**src/vdag_pkg.sv**
```systemverilog
package vdag_pkg;

    // Frame geometry
    localparam int unsigned LINES_PER_FRAME = 256;
    localparam int unsigned SLOTS_PER_LINE  = 80;
    localparam int unsigned LINE_W  = 8;
    localparam int unsigned SLOT_W  = 7;
    localparam int unsigned ROW_W   = 4;
    localparam int unsigned ADDR_W  = 16;
    localparam int unsigned FETCH_W = 15;
    localparam int unsigned MODE_W  = 3;

    localparam logic [LINE_W-1:0] LAST_LINE = LINE_W'(LINES_PER_FRAME - 1);
    localparam logic [SLOT_W-1:0] LAST_SLOT = SLOT_W'(SLOTS_PER_LINE - 1);
    // lines past this one are gaps in the ten-row modes
    localparam logic [LINE_W-1:0] LAST_SHOWN_LINE = 8'd249;
    localparam logic [ROW_W-1:0]  LAST_ROW_TEN    = 4'd9;
    localparam logic [ROW_W-1:0]  LAST_ROW_EIGHT  = 4'd7;
    localparam logic [ADDR_W-1:0] CELL_STEP       = 16'd8;

    // Configuration register indexes
    localparam int unsigned CFG_IDX_W = 1;
    localparam logic [CFG_IDX_W-1:0] CFG_SCREEN_MODE   = 1'b0;
    localparam logic [CFG_IDX_W-1:0] CFG_START_ADDRESS = 1'b1;

    // Display modes with distinct behavior
    localparam logic [MODE_W-1:0] MODE_THREE = 3'd3;
    localparam logic [MODE_W-1:0] MODE_FOUR  = 3'd4;
    localparam logic [MODE_W-1:0] MODE_FIVE  = 3'd5;
    localparam logic [MODE_W-1:0] MODE_SIX   = 3'd6;

    typedef struct packed {
        logic [LINE_W-1:0] line;
        logic [SLOT_W-1:0] slot;
        logic [ROW_W-1:0]  row_ten;   // line number mod 10
        logic [ADDR_W-1:0] line_start;
        logic [ADDR_W-1:0] cur;
    } t_state;

    typedef struct packed {
        logic [FETCH_W-1:0] fetch_address;
        logic               blank_line;
        logic               line_end;
        logic               frame_end;
    } t_result;

    function automatic logic [ADDR_W-1:0] mode_base(input logic [MODE_W-1:0] m);
        logic [ADDR_W-1:0] b;
        unique case (m)
            MODE_THREE:           b = 16'h4000;
            MODE_FOUR, MODE_FIVE: b = 16'h5800;
            MODE_SIX:             b = 16'h6000;
            default:              b = 16'h3000;
        endcase
        return b;
    endfunction

    function automatic logic [ADDR_W-1:0] mode_wrap(input logic [MODE_W-1:0] m);
        logic [ADDR_W-1:0] w;
        unique case (m)
            MODE_THREE:           w = 16'h4000;
            MODE_FOUR, MODE_FIVE: w = 16'h2800;
            MODE_SIX:             w = 16'h2000;
            default:              w = 16'h5000;
        endcase
        return w;
    endfunction

endpackage

```
**src/vdag_step.sv**
```systemverilog
module vdag_step (
    input  logic [vdag_pkg::MODE_W-1:0]  i_mode,
    input  logic [vdag_pkg::FETCH_W-1:0] i_start,
    input  logic                         i_restart,
    input  vdag_pkg::t_state             i_state,
    output vdag_pkg::t_state             o_state,
    output vdag_pkg::t_result            o_result
);

    logic                          w_load;
    logic [vdag_pkg::ADDR_W-1:0]   w_origin;
    vdag_pkg::t_state              w_s;
    logic                          w_tenrow;
    logic                          w_narrow;
    logic                          w_blank;
    logic                          w_hold;
    logic                          w_first;
    logic                          w_last;
    logic [vdag_pkg::ADDR_W-1:0]   w_cur_wrapped;
    logic [vdag_pkg::ADDR_W-1:0]   w_cur_next;
    logic                          w_lend;
    logic                          w_fend;
    logic                          w_row_last;
    logic [vdag_pkg::ADDR_W-1:0]   w_row_step;
    logic [vdag_pkg::ADDR_W-1:0]   w_ls_next;

    // Frame origin: start address with low bits dropped, mode base if zero
    assign w_origin = (i_start[14:6] == '0) ? vdag_pkg::mode_base(i_mode)
                                            : {1'b0, i_start[14:6], 6'b0};

    // Frame reload at line 0 slot 0 or on request
    assign w_load = i_restart || (i_state.line == '0 && i_state.slot == '0);

    always_comb begin
        w_s = i_state;
        if (w_load) begin
            w_s.line       = '0;
            w_s.slot       = '0;
            w_s.row_ten    = '0;
            w_s.line_start = w_origin;
            w_s.cur        = w_origin;
        end
    end

    // Mode decode and gap lines
    assign w_tenrow = (i_mode == vdag_pkg::MODE_THREE) || (i_mode == vdag_pkg::MODE_SIX);
    assign w_narrow = (i_mode == vdag_pkg::MODE_FOUR) || (i_mode == vdag_pkg::MODE_FIVE)
                   || (i_mode == vdag_pkg::MODE_SIX);
    assign w_blank  = w_tenrow && ((w_s.row_ten > vdag_pkg::LAST_ROW_EIGHT)
                   || (w_s.line > vdag_pkg::LAST_SHOWN_LINE));
    assign w_hold   = (i_mode == vdag_pkg::MODE_SIX) && w_blank;

    // Cell address: wrap on entry, step after the last slot of the cell
    assign w_first = !w_narrow || !w_s.slot[0];
    assign w_last  = !w_narrow ||  w_s.slot[0];
    assign w_cur_wrapped = (w_first && w_s.cur[15]) ? w_s.cur - vdag_pkg::mode_wrap(i_mode)
                                                    : w_s.cur;
    assign w_cur_next = (w_hold || !w_last) ? w_cur_wrapped : w_cur_wrapped + vdag_pkg::CELL_STEP;

    assign w_lend = (w_s.slot >= vdag_pkg::LAST_SLOT);
    assign w_fend = w_lend && (w_s.line >= vdag_pkg::LAST_LINE);

    // Row stride on the last pixel row of a character row
    assign w_row_last = (i_mode == vdag_pkg::MODE_THREE || i_mode == vdag_pkg::MODE_SIX)
                      ? ((i_mode == vdag_pkg::MODE_THREE) ? (w_s.row_ten == vdag_pkg::LAST_ROW_TEN)
                                                          : (w_s.row_ten == vdag_pkg::LAST_ROW_EIGHT))
                      : (w_s.line[2:0] == 3'd7);

    always_comb begin
        w_row_step = 16'd1;
        if (w_row_last) begin
            unique case (i_mode)
                vdag_pkg::MODE_THREE:                                         w_row_step = 16'd631;
                vdag_pkg::MODE_FOUR, vdag_pkg::MODE_FIVE, vdag_pkg::MODE_SIX: w_row_step = 16'd313;
                default:                                                      w_row_step = 16'd633;
            endcase
        end
    end

    assign w_ls_next = w_hold ? w_s.line_start : w_s.line_start + w_row_step;

    // Next counter state
    always_comb begin
        o_state = w_s;
        o_state.cur = w_hold ? w_s.cur : w_cur_next;
        if (w_lend) begin
            o_state.line_start = w_ls_next;
            o_state.cur        = w_ls_next;
            o_state.slot       = '0;
            if (w_fend) begin
                o_state.line    = '0;
                o_state.row_ten = '0;
            end else begin
                o_state.line    = w_s.line + 1'b1;
                o_state.row_ten = (w_s.row_ten >= vdag_pkg::LAST_ROW_TEN) ? '0
                                                                           : w_s.row_ten + 1'b1;
            end
        end else begin
            o_state.slot = w_s.slot + 1'b1;
        end
    end

    // Result word
    assign o_result.fetch_address = w_hold ? '0 : w_cur_wrapped[vdag_pkg::FETCH_W-1:0];
    assign o_result.blank_line    = w_blank;
    assign o_result.line_end      = w_lend;
    assign o_result.frame_end     = w_fend;

endmodule

```
**src/video_display_address_generator.sv**
```systemverilog
// Results are registered in the main output register, or in the skid while the output stalls.
// One word is taken per cycle when not stalled; the counter update in vdag_step is combinational.
// A two-entry output register (main plus skid) takes a new word while a result is stalled.
// Reset (synchronous, active low) clears the counters and configuration to mode 0 and start 0,
// so the first accepted word starts a new frame.
module video_display_address_generator (
    input  logic                           i_clk,
    input  logic                           i_rst_n,
    input  logic                           i_cfg_wr_en,
    input  logic [vdag_pkg::CFG_IDX_W-1:0] i_cfg_index,
    input  logic [vdag_pkg::FETCH_W-1:0]   i_cfg_data,
    input  logic                           i_in_valid,
    output logic                           o_in_stall,
    input  logic                           i_frame_restart,
    output logic                           o_out_valid,
    input  logic                           i_out_stall,
    output logic [vdag_pkg::FETCH_W-1:0]   o_fetch_address,
    output logic                           o_blank_line,
    output logic                           o_line_end,
    output logic                           o_frame_end
);

    logic [vdag_pkg::MODE_W-1:0]  r_mode;
    logic [vdag_pkg::FETCH_W-1:0] r_start;
    vdag_pkg::t_state             r_state;
    vdag_pkg::t_state             n_state;
    vdag_pkg::t_result            n_result;
    vdag_pkg::t_result            r_out;
    vdag_pkg::t_result            r_skid;
    logic                         r_out_valid;
    logic                         r_skid_valid;
    logic                         w_in_acc;
    logic                         w_out_fire;
    logic                         w_out_free;

    assign w_in_acc   = i_in_valid && !r_skid_valid;
    assign w_out_fire = r_out_valid && !i_out_stall;
    assign w_out_free = w_out_fire || !r_out_valid;

    // Configuration registers
    always_ff @(posedge i_clk) begin
        if (!i_rst_n) begin
            r_mode  <= '0;
            r_start <= '0;
        end else if (i_cfg_wr_en) begin
            unique case (i_cfg_index)
                vdag_pkg::CFG_SCREEN_MODE:   r_mode  <= i_cfg_data[vdag_pkg::MODE_W-1:0];
                vdag_pkg::CFG_START_ADDRESS: r_start <= i_cfg_data;
                default:                     r_start <= r_start;
            endcase
        end
    end

    vdag_step u_step (
        .i_mode    (r_mode),
        .i_start   (r_start),
        .i_restart (i_frame_restart),
        .i_state   (r_state),
        .o_state   (n_state),
        .o_result  (n_result)
    );

    // Counter state, advanced once per accepted word
    always_ff @(posedge i_clk) begin
        if (!i_rst_n) begin
            r_state.line       <= '0;
            r_state.slot       <= '0;
            r_state.row_ten    <= '0;
            r_state.line_start <= vdag_pkg::mode_base('0);
            r_state.cur        <= vdag_pkg::mode_base('0);
        end else if (w_in_acc) begin
            r_state <= n_state;
        end
    end

    // Output and skid valid flags
    always_ff @(posedge i_clk) begin
        if (!i_rst_n) begin
            r_out_valid  <= 1'b0;
            r_skid_valid <= 1'b0;
        end else if (w_out_free) begin
            r_out_valid  <= r_skid_valid || w_in_acc;
            r_skid_valid <= 1'b0;
        end else if (w_in_acc) begin
            r_skid_valid <= 1'b1;
        end
    end

    // Output and skid payload
    always_ff @(posedge i_clk) begin
        if (w_out_free) begin
            if (r_skid_valid) begin
                r_out <= r_skid;
            end else if (w_in_acc) begin
                r_out <= n_result;
            end
        end else if (w_in_acc) begin
            r_skid <= n_result;
        end
    end

    assign o_in_stall      = r_skid_valid;
    assign o_out_valid     = r_out_valid;
    assign o_fetch_address = r_out.fetch_address;
    assign o_blank_line    = r_out.blank_line;
    assign o_line_end      = r_out.line_end;
    assign o_frame_end     = r_out.frame_end;

    // Checks
    a_skid_needs_out: assert property (@(posedge i_clk) disable iff (!i_rst_n)
        r_skid_valid |-> r_out_valid)
        else $error("skid word held with empty output register");

    a_slot_range: assert property (@(posedge i_clk) disable iff (!i_rst_n)
        r_state.slot <= vdag_pkg::LAST_SLOT)
        else $error("slot counter past end of line");

    a_row_range: assert property (@(posedge i_clk) disable iff (!i_rst_n)
        r_state.row_ten <= vdag_pkg::LAST_ROW_TEN)
        else $error("row counter out of range");

    a_frame_wraps: assert property (@(posedge i_clk) disable iff (!i_rst_n)
        (w_in_acc && n_result.frame_end) |=> (r_state.line == '0 && r_state.slot == '0))
        else $error("counters did not return to frame start");

    a_fend_lend: assert property (@(posedge i_clk) disable iff (!i_rst_n)
        (r_out_valid && r_out.frame_end) |-> r_out.line_end)
        else $error("frame end without line end");

endmodule
```
**config.mk**
```make
export PLATFORM = sky130hd
export DESIGN_NAME = video_display_address_generator
export DESIGN_NICKNAME = d
export VERILOG_FILES = /design/src/vdag_pkg.sv /design/src/vdag_step.sv /design/src/video_display_address_generator.sv
export SDC_FILE = /design/constraint.sdc
export NUM_CORES = 1
export LEC_CHECK = 0
export BUFFER_PORTS_ARGS = -buffer_cell sky130_fd_sc_hd__buf_2
export CAP_MARGIN = 10
export CORE_ASPECT_RATIO = 2
export CORE_MARGIN = 3
export CORE_UTILIZATION = 48
export CTS_CLUSTER_SIZE = 14
export DETAILED_ROUTE_END_ITERATION = 12
export PLACE_DENSITY = 0.66
export SYNTH_ARGS = -nofsm -noshare
export SYNTH_HDL_FRONTEND = slang
export SYNTH_SLANG_ARGS = --single-unit
```
**constraint.sdc**
```tcl
create_clock -name i_clk -period 5.95 [get_ports i_clk]
set_input_delay 0.2975 -clock i_clk [delete_from_list [all_inputs] [get_ports i_clk]]
set_output_delay 0.2975 -clock i_clk [all_outputs]
set_load 0.05 [all_outputs]
```
; ---- Yosys cells after proc, flatten, opt, wreduce, memory -nomap -nowiden
; Cells that the tools add are included.
[word_totals]
regBits = 107
input_bits = 22
output_inout_bits = 20
word_cells = 93
[classes]
add_sub_neg = 6
order_cmp = 5
eq_ne = 7
mux = 21
bitwise = 3
reduce_logical = 34
[op_table]
columns = op, count
row1 = one-hot mux 15 bit (3 select lines), 2
row2 = 2-to-1 mux 16 bit, 5
row3 = 2-to-1 mux 51 bit, 1
row4 = 2-to-1 mux 18 bit, 2
row5 = 2-to-1 mux 36 bit, 1
row6 = 2-to-1 mux 15 bit, 2
row7 = one-hot mux 10 bit (2 select lines), 1
row8 = adder 16 bit, 1
row9 = adder 16 x 4 -> 16 bit (second input constant), 1
row10 = 2-to-1 mux 8 bit, 2
row11 = subtractor 16 x 15 -> 16 bit, 1
row12 = == test 3 bit (second input constant), 4
row13 = logical OR 1 bit, 10
row14 = logical NOT 9 bit, 1
row15 = adder 8 x 1 -> 8 bit (second input constant), 1
row16 = >= comparator 8 bit (second input constant), 1
row17 = greater-than comparator 8 bit (second input constant), 1
row18 = logical NOT 8 bit, 1
row19 = 2-to-1 mux 4 bit, 2
row20 = AND reduction 2 bit, 4
row21 = adder 7 x 1 -> 7 bit (second input constant), 1
row22 = >= comparator 7 bit (second input constant), 1
row23 = logical AND 1 bit, 7
row24 = logical NOT 7 bit, 1
row25 = other kinds (13), 22

; ---- Logic depth before layout (Yosys ltp)
[logic_depth]
depth_word = 13
depth_mapped = 22
depth_no_buf = 19

; ---- Cells and area by module
; From an unflattened synthesis, not the netlist that was laid out.
[unflattened]
cells_unflattened = 813
area_unflattened_um2 = 7111.8
[by_module_without_submodules]
columns = module, n_inst, cells_per_inst, area_per_inst_um2, seq_area_each_um2
row1 = video_display_address_generator, 1, 366, 4169.0, 2502.4
row2 = vdag_step, 1, 447, 2942.8, 0.0

; ---- Worst setup path before layout
; OpenSTA, ideal clock, no wires.
[synth_timing]
path_type = reg-to-reg
from = register r_state[36] (netlist name)
to = register r_state[13] (netlist name)
setup_time_ps = 140
t_arrival_ps = 4132
t_required_ps = 5810
path_slack_ps = 1678
stages_incl_launch_ff = 22
n_path_buf = 3
synth_period_minus_slack_ps = 4272
path_cell_list = dfxtp_1 buf_2 nor3_2 nand4_2 o21a_1 buf_6 buf_6 and2_1 ha_1 nand3b_1 nor3_1 a31o_2 mux2i_1 nor2_1 ha_1 o211ai_1 o211ai_1 o21ai_0 o211ai_2 or4b_1 xnor2_1 o211ai_1
[synth_between]
elab_chain_cells = 12
word_cells_on_any_way = 30
classes_between = 3 x add/sub / 3 x order compare / 3 x eq/ne / 9 x mux / 12 x reduce/logical
[synth_lines]
columns = element, line_no
row1 = "start, declared", video_display_address_generator.sv:25  ; vdag_pkg::t_state r_state;
row2 = "start signal, assigned", video_display_address_generator.sv:72  ; r_state <= n_state;
row3 = logical NOT 7 bit, vdag_step.sv:32  ; assign w_load = i_restart || (i_state.line == '0 && i_state.slot == '0);
row4 = logical AND 1 bit, vdag_step.sv:32
row5 = logical OR 1 bit, vdag_step.sv:32
row6 = 2-to-1 mux 51 bit *, vdag_step.sv:36  ; if (w_load) begin
row7 = "parallel branches: the longest is 7 deep, another holds subtractor 16 x 15 -> 16 bit", -
row8 = 2-to-1 mux 36 bit *, vdag_step.sv:86  ; if (w_lend) begin
; Mark *: on every way between the ends.
; A chain may end at the register's enable or synchronous reset.

; ---- Worst setup path after layout
[layout_timing]
from = register r_state[37] (netlist name)
to = register r_state[29] (netlist name)
[layout_between]
elab_chain_cells = 11
word_cells_on_any_way = 19
classes_between = 1 x add/sub / 3 x order compare / 3 x eq/ne / 6 x mux / 6 x reduce/logical
[layout_lines]
columns = element, line_no
row1 = logical NOT 7 bit, vdag_step.sv:32
row2 = logical AND 1 bit, vdag_step.sv:32
row3 = logical OR 1 bit, vdag_step.sv:32
row4 = 2-to-1 mux 51 bit *, vdag_step.sv:36
row5 = == test 4 x 3 -> 1 bit or == test 4 bit (tied branches), "vdag_step.sv:66, vdag_step.sv:65"
row6 = 2-to-1 mux 1 bit (2 in series), vdag_step.sv:65  ; ? ((i_mode == vdag_pkg::MODE_THREE) ? (w_s.row_ten == vdag_pkg::LAST_ROW_TEN)
row7 = 2-to-1 mux 16 bit, vdag_step.sv:71  ; if (w_row_last) begin
row8 = adder 16 bit, vdag_step.sv:80  ; assign w_ls_next = w_hold ? w_s.line_start : w_s.line_start + w_row_step;
row9 = 2-to-1 mux 16 bit, vdag_step.sv:80
row10 = 2-to-1 mux 36 bit *, vdag_step.sv:86
; Every way passes the cells marked *; elsewhere a longest branch is shown, timed or not.

==> metrics.txt <==
Yosys top cell area share 21.3%; CTS Hold Bufs 0; final setup violation count 0; FP Rows 57; Initial Util 49.6%; grt ovf 0; WHS 0.178 ns; Highest Clock Rate 204 MHz; dpl cells around 860; Filler cells 1155; HPWL after detailed placement 12200 um; total inserted antenna cells 0; post-CTS setup buffers 0; synthesized flop and latch total roughly 100; worst skew pair latency 0.35 ns; CP max stage cell or4b_1; Unique masters post-synth 76; critical path startpoint category flip-flop; PortBufs 38; Critical Path Fanout Max 10; chip height 166 um; clk_skew 0.00607 ns; Fin. Hold Viols 0; core area 0.0123 mm^2; nets@finish 768; largest area contributor in the netlist dfxtp_1; top cells by count, synth nand2_1 (99), dfxtp_1 (65), a21oi_1 (64); cells along the critical path nor4_2, nand4_2, o21a_1, and2_1, ha_1, nand3b_1, nor3_1, a31o_2, mux2i_1, nor2_1, ha_1, o211ai_1, o211ai_1, o21ai_0, o211ai_2, or4b_1, xnor2_1, o211ai_1; Mapped Cells 711; Iter 0 DRT Violations between 400 and 500; RSZ-0062 raised after global routing no; DRT Pass-1 Iters 5; top-count cell post-synth nand2_1; CTS H-tree depth 3; main area contributors after synthesis dfxtp_1 (21%), edfxtp_1 (18%), nand2_1 (6.1%); Post-synth EDFFs 36; Clock Tree Buf Depth 2; die area 0.0142 mm^2; Synth Warn # 0; cell mode on critical path o211ai_1; VDD IR max 0.195 mV; max incr delay on CP around 0.50 ns; vias in the first global route 5404; Max-slew headroom 27.6%; Post-Layout Cell Count 878; DRT antenna net count 0; max cap viols 0; Mapped Area 0.00612 mm^2; Die Span X 85.9 um; Top FF cell, synth dfxtp_1; outcome finished clean; via count 5402; GP Congestion ~0.90; adder-cell share of the synthesized area 4.21%; Simple-Gate Fraction of Synth Area between 20% and 30%; CTS tree done; fin crit share 82.4%; I/O Pins 42; initial antenna violation count 0; sequential share of the synthesized area 38.9%; root buffer cell clkbuf_16; Final min period 4.90 ns; post-layout util roughly 54%; WL/cell 19.0 um; Syn Nets 753; TritonCTS sink count approximately 100; WP data arrival 5.12 ns; Async SR Flop Fraction 0%; Hold WC Path Type input pin to flip-flop; PostCTS Resize Cnt 0; Setup CP Type flip-flop to flip-flop; clock slew at reported path FFs around 0.07 ns; Pwr per Cell Area 245 mW/mm^2; worst path required time between 6 and 7 ns; Synth Area in Compound Gates 20.6%; syn avg cell area 8.61 um^2; routed vias/inst 6.15; largest family of logic cells by synthesized area simple AND/OR/NAND/NOR gates; layout cell share with drive strength beyond 1 14.1%; wirelength, routed 16700 um; LEAKAGE between 2 and 3 nW; GRT Total Usage 24.0%; XOR/XNOR share of the synthesized area 4.01%; Worst Max-Slew Pin Slew 1.08 ns; TritonCTS buffer count 9; setup TNS after final layout 0 ns; largest net degree at the start of global routing 51; mux contribution to synthesized area under 10%; Remaining DRCs 0; CP endpoint kind flip-flop; first-pass GRT wire length 27200 um; area grow syn2layout 9.61%; Pins Over Slew Limit 0
[placed cells by master (no fill, tap or decap), types with 17 or more instances in the layout]
cell type and instances:
a21oi_1 63, and2_1 17, buf_2 38, dfxtp_1 65, edfxtp_1 36, ha_1 19, inv_1 19, nand2_1 99
nand3_1 29, nor2_1 53, o21ai_0 38
[sequential cells by signal (all words and copies together) (netlist names)]
register         flops
r_state             51
r_skid              18
o_fetch_address     15
r_start              9
r_mode               3
o_blank_line         1
o_frame_end          1
o_in_stall           1
o_line_end           1
o_out_valid          1
[metrics by stage]
| step | total power [mW] | worst slack [ns] | cell area [um^2] |
|---|---|---|---|
| after floorplan | 0.971 | 1.68 | 6120 |
| after global placement | 1.03 | 1.18 | 6390 |
| after detailed placement | 1.03 | 1.12 | 6390 |
| after CTS | 1.66 | 1.06 | 6710 |
| after global routing | 1.71 | 0.689 | 6710 |
| final | 1.65 | 1.05 | 6710 |
[final timing paths]
kind / start / slack [ns] / cells after the start / endpoint
hold / removal: i_cfg_data[1] / 0.18 / 3 / r_mode[1]$_SDFFE_PN0P_
setup reg to reg: r_state[37]$_SDFFE_PN0P_ / 1.05 / 18 / r_state[29]$_SDFFE_PN1P_
setup / recovery: r_state[37]$_SDFFE_PN0P_ / 1.05 / 18 / r_state[29]$_SDFFE_PN1P_
hold reg to reg: r_state[2]$_SDFFE_PN0P_ / 0.46 / 2 / r_state[2]$_SDFFE_PN0P_
[worst max-delay path, delay by kind of cell (launching register included)]
kind            cells  cell delay [ns]
compound gates      7             1.64
simple gates        7             1.62
fa+ha+maj           2             0.63
flops               1             0.36
mux                 1             0.31
xor+xnor            1             0.21
[final cells by class]
class / instances / area, um^2 / area share [%]
inverter: 19 / 71.3 / 1.06
multi-input combinational: 547 / 3490 / 52.0
tap: 147 / 184 / 2.74
timing repair buffer: 48 / 265 / 3.95
sequential: 101 / 2380 / 35.5
clock buffer: 10 / 239 / 3.56
clock inverter: 6 / 78.8 / 1.17
[power by group]
group,internal (mW),switching (mW)
combinational,0.0855,0.171
sequential,0.743,0.0189
clock,0.347,0.280
total,1.18,0.470
[kinds of logic (layout without fill, tap and decap cells)]
family | Yosys count | count (layout)
adder cells (fa/ha/maj) | 20 | 20
flip-flops | 101 | 101
AND/OR/NAND/NOR | 278 | 278
buffers and inverters | 63 | 83
XOR/XNOR | 28 | 28
AO/OA/AOI/OAI | 192 | 192
multiplexers | 29 | 29
[routing by layer]
metal / share of wire [%] / track usage (%) / vias to the layer above / wire length (um)
met5: 0 / 0 / - / 0
met4: 6.7 / 15.2 / 0 / 1110
met3: 4.4 / 3.88 / 72 / 742
met2: 51 / 41.2 / 173 / 8550
met1: 38 / 27.0 / 2538 / 6310
li1: - / - / 2619 / -
Note: power is estimated with default switching activity, not from simulation.
